--- config.mk ---
export PLATFORM = sky130hd
export DESIGN_NAME = rc4_feedback_stream_cipher
export DESIGN_NICKNAME = d
export VERILOG_FILES = /design/src/design/rfsc_pkg.sv /design/src/design/rfsc_alu.sv /design/src/design/rc4_feedback_stream_cipher.sv
export SDC_FILE = /design/constraint.sdc
export NUM_CORES = 2
export LEC_CHECK = 0
export BUFFER_PORTS_ARGS = -buffer_cell sky130_fd_sc_hd__buf_2
export CORE_MARGIN = 2
export CORE_UTILIZATION = 55
export DETAILED_ROUTE_END_ITERATION = 8
export PLACE_DENSITY = 0.72
export SYNTH_ARGS = -nofsm -noshare
export SYNTH_HDL_FRONTEND = slang
export SYNTH_SLANG_ARGS = --single-unit
export TNS_END_PERCENT = 10
--- constraint.sdc ---
create_clock -name i_clk -period 11.9 [get_ports i_clk]
set_input_delay 2.38 -clock i_clk [delete_from_list [all_inputs] [get_ports i_clk]]
set_output_delay 2.38 -clock i_clk [all_outputs]
set_load 0.05 [all_outputs]
--- src/design/rfsc_pkg.sv ---
// Shared types and constants for the feedback stream cipher.
package rfsc_pkg;

    localparam int KEY_BYTES_MAX_DEF = 32;
    localparam int TBL_DEPTH         = 256;
    localparam logic [7:0] IDX_LAST  = 8'hff;

    localparam logic [1:0] REQ_KEY = 2'd0;
    localparam logic [1:0] REQ_ENC = 2'd1;
    localparam logic [1:0] REQ_DEC = 2'd2;

    typedef enum logic [3:0] {
        ST_IDLE,
        ST_FILL,
        ST_K_RD,
        ST_K_SUM1,
        ST_K_SUM2,
        ST_K_WRN,
        ST_K_WRA,
        ST_C_INC,
        ST_C_RDJ,
        ST_C_SWP1,
        ST_C_SWP2,
        ST_C_OUT
    } t_state;

    typedef enum logic {
        ALU_ADD,
        ALU_INC
    } t_alu_op;

    typedef struct packed {
        t_alu_op    op;
        logic [7:0] a;
        logic [7:0] b;
    } t_alu_req;

endpackage

--- src/design/rfsc_alu.sv ---
// Shared 8-bit modulo-256 adder used by the key schedule sums and the cipher index sums.
module rfsc_alu
    import rfsc_pkg::*;
(
    input  t_alu_req   i_req,
    output logic [7:0] o_sum
);

    always_comb begin
        unique case (i_req.op)
            ALU_ADD: o_sum = i_req.a + i_req.b;
            ALU_INC: o_sum = i_req.a + 8'd1;
            default: o_sum = i_req.a;
        endcase
    end

endmodule

--- src/design/rc4_feedback_stream_cipher.sv ---
// Top level: sequencer, permutation table, key store and output register.
//
// Input channel (i_in_valid / o_in_stall) carries one request per beat:
// load key byte, encrypt byte or decrypt byte. Output channel
// (o_out_valid / i_out_stall) returns one byte per encrypt or decrypt beat.
// Key loads and the unused request code return nothing.
// The key schedule and cipher sums go through one adder and one single-port-write,
// single-port-read table memory with registered read data.
// Key byte without the last mark: taken, and the block stays idle and ready.
// Key byte with the last mark: table fill, then the key schedule steps (read,
// two sums, two swap writes each), all done before the next beat is taken.
// Encrypt/decrypt: after accept, steps C_INC, C_RDJ, C_SWP1, C_SWP2 and C_OUT bring
// the result to the output register, following the chain of dependent table reads and the two swap writes.
// The input stalls while any item is in work.
// Reset clears the indices, feedback, key count and output valid; the table
// reads as all zeros until the first key schedule fills it.
// A stalled output holds its byte; a finished result waits in the last step
// until the output register frees, then the next beat can be taken.
module rc4_feedback_stream_cipher
    import rfsc_pkg::*;
#(
    parameter int KEY_BYTES_MAX = KEY_BYTES_MAX_DEF
) (
    input  logic       i_clk,
    input  logic       i_rst_n,
    input  logic       i_in_valid,
    output logic       o_in_stall,
    input  logic [1:0] i_req_type,
    input  logic [7:0] i_data_byte,
    input  logic       i_last_key,
    output logic       o_out_valid,
    input  logic       i_out_stall,
    output logic [7:0] o_out_byte
);

    localparam int KCW = $clog2(KEY_BYTES_MAX + 1);
    localparam int KIW = (KEY_BYTES_MAX > 1) ? $clog2(KEY_BYTES_MAX) : 1;

    t_state           r_state, n_state;
    logic [7:0]       r_i, n_i;
    logic [7:0]       r_j, n_j;
    logic [7:0]       r_fb, n_fb;
    logic [7:0]       r_si, n_si;
    logic [7:0]       r_t, n_t;
    logic [7:0]       r_acc, n_acc;
    logic [7:0]       r_n, n_n;
    logic [KCW-1:0]   r_key_count, n_key_count;
    logic [KIW-1:0]   r_kidx, n_kidx;
    logic [7:0]       r_key0, n_key0;
    logic             r_tbl_init, n_tbl_init;
    logic [1:0]       r_req, n_req;
    logic [7:0]       r_data, n_data;
    logic             r_out_valid, n_out_valid;
    logic [7:0]       r_out_byte, n_out_byte;

    logic [7:0]       perm_mem [TBL_DEPTH];
    logic [7:0]       r_perm_rd;
    logic [7:0]       key_mem [KEY_BYTES_MAX];
    logic [7:0]       r_key_rd;

    logic             perm_rd_en;
    logic [7:0]       perm_ra;
    logic             perm_we;
    logic [7:0]       perm_wa;
    logic [7:0]       perm_wd;
    logic             key_rd_en;
    logic             key_we;
    logic [KIW-1:0]   key_wa;

    t_alu_req         alu_req;
    logic [7:0]       alu_sum;
    logic [7:0]       perm_q;
    logic [7:0]       ks;
    logic [7:0]       res;
    logic [KCW-1:0]   kidx_inc;
    logic             out_free;

    rfsc_alu u_alu (
        .i_req (alu_req),
        .o_sum (alu_sum)
    );

    // table reads as zero until the first schedule has filled it
    assign perm_q   = r_tbl_init ? r_perm_rd : 8'h00;
    assign kidx_inc = KCW'(r_kidx) + KCW'(1);
    assign out_free = !r_out_valid || !i_out_stall;
    // the swap of j was written in the same cycle the keystream read went out
    assign ks       = (r_t == r_j) ? r_si : perm_q;
    assign res      = r_data ^ ks ^ r_fb;

    assign o_in_stall  = (r_state != ST_IDLE);
    assign o_out_valid = r_out_valid;
    assign o_out_byte  = r_out_byte;

    always_ff @(posedge i_clk) begin
        if (perm_we) begin
            perm_mem[perm_wa] <= perm_wd;
        end
        if (perm_rd_en) begin
            r_perm_rd <= perm_mem[perm_ra];
        end
        if (key_we) begin
            key_mem[key_wa] <= i_data_byte;
        end
        if (key_rd_en) begin
            r_key_rd <= key_mem[r_kidx];
        end
    end

    always_ff @(posedge i_clk) begin
        if (!i_rst_n) begin
            r_state     <= ST_IDLE;
            r_i         <= 8'h00;
            r_j         <= 8'h00;
            r_fb        <= 8'h00;
            r_key_count <= '0;
            r_tbl_init  <= 1'b0;
            r_out_valid <= 1'b0;
        end else begin
            r_state     <= n_state;
            r_i         <= n_i;
            r_j         <= n_j;
            r_fb        <= n_fb;
            r_key_count <= n_key_count;
            r_tbl_init  <= n_tbl_init;
            r_out_valid <= n_out_valid;
        end
        r_si       <= n_si;
        r_t        <= n_t;
        r_acc      <= n_acc;
        r_n        <= n_n;
        r_kidx     <= n_kidx;
        r_key0     <= n_key0;
        r_req      <= n_req;
        r_data     <= n_data;
        r_out_byte <= n_out_byte;
    end

    always_comb begin
        n_state     = r_state;
        n_i         = r_i;
        n_j         = r_j;
        n_fb        = r_fb;
        n_si        = r_si;
        n_t         = r_t;
        n_acc       = r_acc;
        n_n         = r_n;
        n_key_count = r_key_count;
        n_kidx      = r_kidx;
        n_key0      = r_key0;
        n_tbl_init  = r_tbl_init;
        n_req       = r_req;
        n_data      = r_data;
        n_out_valid = r_out_valid;
        n_out_byte  = r_out_byte;

        perm_rd_en = 1'b0;
        perm_ra    = r_n;
        perm_we    = 1'b0;
        perm_wa    = r_n;
        perm_wd    = r_n;
        key_rd_en  = 1'b0;
        key_we     = 1'b0;
        key_wa     = r_key_count[KIW-1:0];
        alu_req    = '{op: ALU_ADD, a: r_acc, b: r_key_rd};

        if (r_out_valid && !i_out_stall) begin
            n_out_valid = 1'b0;
        end

        unique case (r_state)
            ST_IDLE: begin
                if (i_in_valid) begin
                    case (i_req_type)
                        REQ_KEY: begin
                            if (r_key_count < KCW'(KEY_BYTES_MAX)) begin
                                key_we      = 1'b1;
                                n_key_count = r_key_count + KCW'(1);
                                if (r_key_count == '0) begin
                                    n_key0 = i_data_byte;
                                end
                            end
                            if (i_last_key) begin
                                n_n     = 8'h00;
                                n_state = ST_FILL;
                            end
                        end
                        REQ_ENC, REQ_DEC: begin
                            n_req   = i_req_type;
                            n_data  = i_data_byte;
                            n_state = ST_C_INC;
                        end
                        default: begin
                        end
                    endcase
                end
            end
            ST_FILL: begin
                perm_we = 1'b1;
                if (r_n == IDX_LAST) begin
                    n_n        = 8'h00;
                    n_acc      = 8'h00;
                    n_kidx     = '0;
                    n_tbl_init = 1'b1;
                    n_state    = ST_K_RD;
                end else begin
                    n_n = r_n + 8'd1;
                end
            end
            ST_K_RD: begin
                perm_rd_en = 1'b1;
                key_rd_en  = 1'b1;
                n_state    = ST_K_SUM1;
            end
            ST_K_SUM1: begin
                n_si    = perm_q;
                alu_req = '{op: ALU_ADD, a: r_acc, b: r_key_rd};
                n_acc   = alu_sum;
                n_state = ST_K_SUM2;
            end
            ST_K_SUM2: begin
                alu_req    = '{op: ALU_ADD, a: r_acc, b: r_si};
                n_acc      = alu_sum;
                perm_rd_en = 1'b1;
                perm_ra    = alu_sum;
                n_state    = ST_K_WRN;
            end
            ST_K_WRN: begin
                perm_we = 1'b1;
                perm_wa = r_n;
                perm_wd = perm_q;
                n_state = ST_K_WRA;
            end
            ST_K_WRA: begin
                perm_we = 1'b1;
                perm_wa = r_acc;
                perm_wd = r_si;
                // key bytes repeat cyclically over the stored length
                if (kidx_inc == r_key_count) begin
                    n_kidx = '0;
                end else begin
                    n_kidx = kidx_inc[KIW-1:0];
                end
                if (r_n == IDX_LAST) begin
                    n_fb        = r_key0;
                    n_i         = 8'h00;
                    n_j         = 8'h00;
                    n_key_count = '0;
                    n_state     = ST_IDLE;
                end else begin
                    n_n     = r_n + 8'd1;
                    n_state = ST_K_RD;
                end
            end
            ST_C_INC: begin
                alu_req    = '{op: ALU_INC, a: r_i, b: 8'h00};
                n_i        = alu_sum;
                perm_rd_en = 1'b1;
                perm_ra    = alu_sum;
                n_state    = ST_C_RDJ;
            end
            ST_C_RDJ: begin
                n_si       = perm_q;
                alu_req    = '{op: ALU_ADD, a: r_j, b: perm_q};
                n_j        = alu_sum;
                perm_rd_en = 1'b1;
                perm_ra    = alu_sum;
                n_state    = ST_C_SWP1;
            end
            ST_C_SWP1: begin
                perm_we = 1'b1;
                perm_wa = r_i;
                perm_wd = perm_q;
                alu_req = '{op: ALU_ADD, a: r_si, b: perm_q};
                n_t     = alu_sum;
                n_state = ST_C_SWP2;
            end
            ST_C_SWP2: begin
                perm_we    = 1'b1;
                perm_wa    = r_j;
                perm_wd    = r_si;
                perm_rd_en = 1'b1;
                perm_ra    = r_t;
                n_state    = ST_C_OUT;
            end
            ST_C_OUT: begin
                if (out_free) begin
                    n_out_byte  = res;
                    n_out_valid = 1'b1;
                    n_fb        = r_fb ^ ((r_req == REQ_ENC) ? r_data : res);
                    n_state     = ST_IDLE;
                end
            end
            default: begin
                n_state = ST_IDLE;
            end
        endcase
    end

    a_cipher_start: assert property (@(posedge i_clk) disable iff (!i_rst_n)
        (i_in_valid && !o_in_stall && (i_req_type == REQ_ENC || i_req_type == REQ_DEC))
        |=> (r_state == ST_C_INC))
        else $error("cipher beat did not start the step sequence");

    a_key_count_max: assert property (@(posedge i_clk) disable iff (!i_rst_n)
        r_key_count <= KCW'(KEY_BYTES_MAX))
        else $error("key count beyond key store size");

    a_result_out: assert property (@(posedge i_clk) disable iff (!i_rst_n)
        (r_state == ST_C_OUT && out_free) |=> (o_out_valid && r_state == ST_IDLE))
        else $error("finished result not delivered to output register");

    a_kidx_range: assert property (@(posedge i_clk) disable iff (!i_rst_n)
        (r_state == ST_K_RD) |-> (KCW'(r_kidx) < r_key_count))
        else $error("key index outside stored key length");

    a_table_filled: assert property (@(posedge i_clk) disable iff (!i_rst_n)
        (r_state == ST_K_RD) |-> r_tbl_init)
        else $error("key schedule running on an unfilled table");

endmodule

==> flow_metrics.py <==
metrics = {
    "status": {
        "status": "complete, but fails checks",
        "violations": "max-capacitance violations, max-slew violations",
    },
    "worst_setup_path": {
        "reg2reg_to": "r_perm_rd[5]$_DFFE_PP_",
        "worstSetupStartpoint": "r_state[2]$_SDFFE_PN0P_",
        "cp.arrival_ns": 8.70,
        "critPathRequiredTime_ns": 12.48,
        "cp-end-kind": "flop",
        "cpPeakStageDelay_ns": 1.10,
        "critPathKind": "flop to flop",
        "path_cells": "nor2b_1, a21oi_1, or2_2, nand2_1, nand2_1, ha_1, inv_1, fa_1, o211ai_4, buf_4, buf_4, mux2_2, o21ai_0, a21oi_1, nor4_1, o22ai_1, o31ai_1, nand4_1",
        "cp_slowest_cell": "o31ai_1",
        "path_max_fanout": 60,
        "rr_worst_depth": 18,
        "critical_path.top_delay_family": "compound AO/OA/AOI/OAI gates",
        "startpoint_type": "flop",
        "reg2reg_from": "r_state[2]$_SDFFE_PN0P_",
        "crit_buf_inv": 3,
        "r2r_slack_ns": 3.78,
    },
    "clock_tree": {
        "worstSkewPairLatency_ns": 0.90,
        "post_cts_buffers": 0,
        "cts_root_buf": "clkbuf_16",
        "holdBufCountCts": 0,
        "numClockSinks": 2419,
        "tritoncts": "yes",
        "clock_path_buffers": 3,
        "ctsHtreeMaxLevel": 4,
        "cts.reportedPaths.clkPinSlew_ns": 0.06,
        "cts_buffers": 230,
        "cts_resized": 0,
    },
    "global_route": {
        "grt_pass1_vias": 55471,
        "gr-total-overflow": 0,
        "grt_pass1_wl_mm": 365,
        "antenna_found_initial": 4,
        "grt_max_degree": 209,
        "track_usage": 0.274,
    },
    "synthesis": {
        "synth-main-ff-cell": "edfxtp_1",
        "async_flop_share": 0,
        "yosysSeqAreaShare": 0.746,
        "yosysWarnings": 0,
        "synth_edf_count": 2383,
        "synth_top_area_frac": 0.738,
        "synth_common_cells": "2383 x edfxtp_1, 933 x nand2_1, 695 x a21oi_1",
        "syn_nets": 6586,
        "synthCells": 6556,
        "synth_area_leaders": "edfxtp_1 74%, mux2i_1 5.0%, nand2_1 3.6%",
        "synth_cell_type_count": 83,
        "synth-seq-cells": 2419,
        "netlist_area_um2": 96900,
        "syn_area_per_cell_um2": 14.8,
        "synth_area_leader_cell": "edfxtp_1",
        "post-synth-top-count-cell": "edfxtp_1",
    },
    "power": {
        "switchingPower_mw": 12.1,
        "p_seq_frac": 0.377,
        "swShare": 0.394,
        "ir_drop_mv": 0.400,
        "clkPwrFrac": 0.243,
        "total_power_mw": 30.7,
        "p_per_area_nw_per_um2": 287,
        "intPower_mw": 18.6,
        "combPwrFrac": 0.380,
        "leakage_nw": 35.6,
    },
    "placed_design": {
        "gp_congestion": 0.913,
        "post-place-ws_ns": 4.01,
        "placed_cell_area_um2": 99200,
        "dpl.cell_count": 8602,
        "io_buffers": 24,
        "place_hpwl_mm": 145,
    },
    "drt": {
        "avgRoutedWirePerCell_um": 27.6,
        "postRouteAntennaNets": 0,
        "wl_met2_mm": 114,
        "drt_iter0_markers": 7986,
        "drt_first_pass_iters": 8,
        "wl_met3_mm": 29.1,
        "finalWirelength_mm": 249,
        "vias": 57956,
        "top_layer": "met5",
        "drcViolationCount": 0,
        "wirelength_met1_mm": 96.4,
        "vias_per_cell": 6.41,
    },
    "final_layout": {
        "final_net_count": 6525,
        "area_growth_pct": 10.3,
        "largest-register": "perm_mem",
        "largest_reg_flops": 2048,
        "fin_area_um2": 107000,
        "reg_top3": "perm_mem: 2048 flops, key_mem: 256 flops",
        "instances_no_fill": 9038,
        "regArea_um2": 72300,
        "multi_input_area_um2": 22800,
        "drive_above_1_share": 0.0950,
        "num-fill-cells": 12584,
    },
    "sta": {
        "grt_setup_unrepaired": "no",
        "worstMarginPinSlew_ns": 1.50,
        "skew_ns": 0.0445,
        "finalHoldViolCount": 0,
        "setup_violations": 0,
        "fmax_mhz": 123,
        "relSlewSlack": -0.0106,
        "slew_violations": 2,
        "setup_ws_ns": 3.78,
        "final.setup.tns_ns": 0,
        "min_period_over_period": 0.682,
        "finalCriticalPeriod_ns": 8.12,
    },
    "die": {
        "fp.dieW_um": 424,
        "die_h_um": 424,
        "core_um2": 176000,
        "initial_core_util": 0.552,
        "num_rows": 154,
        "die-area_um2": 180000,
        "ioPinCount": 25,
    },
    "worst_hold_path": {
        "min-delay-start": "r_i[4]$_SDFFE_PN0P_",
        "hold_depth": 2,
        "min_path_type": "flop to flop",
        "whs_endpoint": "r_i[4]$_SDFFE_PN0P_",
    },
    "run": {
        "maxCapViolCount": 1,
    },
}
-- layout by cell type, fill, tap and decap left out, drive strengths merged, types with 37 or more instances in the layout --
cell and n:
mux4 80, o22ai 199, nand3 276, nor4 46, nor2 403, buf 138
clkinv 115, mux2i 482, a221oi 95, a21oi 696, a22oi 37, nand2 934
edfxtp 2383, o21ai 37, inv 38, clkbuf 272
-- worst reg2reg max path, cell delays in order, from the launching register on --
cell and delay, ns:
dfxtp_1 0.88, nor2b_1 0.58, a21oi_1 0.35, or2_2 0.43, nand2_1 0.09, nand2_1 0.06
ha_1 0.23, inv_1 0.08, fa_1 0.51, o211ai_4 0.35, buf_4 0.66, buf_4 0.86
mux2_2 0.49, o21ai_0 0.20, a21oi_1 0.07, nor4_1 0.48, o22ai_1 0.18, o31ai_1 1.10
nand4_1 0.20
-- metal layers --
layer / vias up / track usage
li1: 24968 / -
met1: 28913 / 0.383
met2: 3491 / 0.410
met3: 580 / 0.0719
met4: 4 / 0.114
met5: - / 0
-- stage by stage --
step	utilization	hold WS, ns
2_1_floorplan	-	0.467
3_3_place_gp	0.565	0.485
3_5_place_dp	0.565	0.489
4_1_cts	0.609	0.507
5_1_grt	0.609	0.526
6_report	0.609	0.504
-- power groups by stage --
stage          Sequential (mW)  Combinational, mW  Clock, mW
2_1_floorplan             12.4               7.09          0
3_3_place_gp              11.7               11.1          0
3_5_place_dp              11.7               11.3          0
4_1_cts                   11.6               11.4       7.48
5_1_grt                   11.6               12.3       7.81
6_report                  11.6               11.6       7.45
-- cells by family after synthesis --
logic type,synth area share
AOI/OAI and AO/OA,0.0777
xor gates and xnor gates,0.00512
adders and majority gates,0.00201
buffers and inverters,0.0211
DFF,0.746
muxes,0.0713
and+or+nand+nor,0.0770
-- area by class of cell --
cell class	instances	share of cell area
Clock buffer	272	0.0556
Sequential cell	2419	0.676
Inverter	29	0.00102
Multi-Input combinational cell	3677	0.213
Timing Repair Buffer	138	0.0104
Clock inverter	161	0.0163
Tap cell	2340	0.0274
Antenna cell	2	0.0000468
-- worst max path at each step --
stage	endpoint	slack, ns	depth (start not counted)
global placement	r_perm_rd[5]$_DFFE_PP_	4.05	18
detailed placement	r_perm_rd[5]$_DFFE_PP_	4.01	18
floorplan	perm_mem[0][2]$_DFFE_PP_	1.80	8
global route	r_perm_rd[5]$_DFFE_PP_	3.38	18
CTS	r_perm_rd[5]$_DFFE_PP_	3.93	18
finish	r_perm_rd[5]$_DFFE_PP_	3.78	18
(Power assumes the default switching activity.)
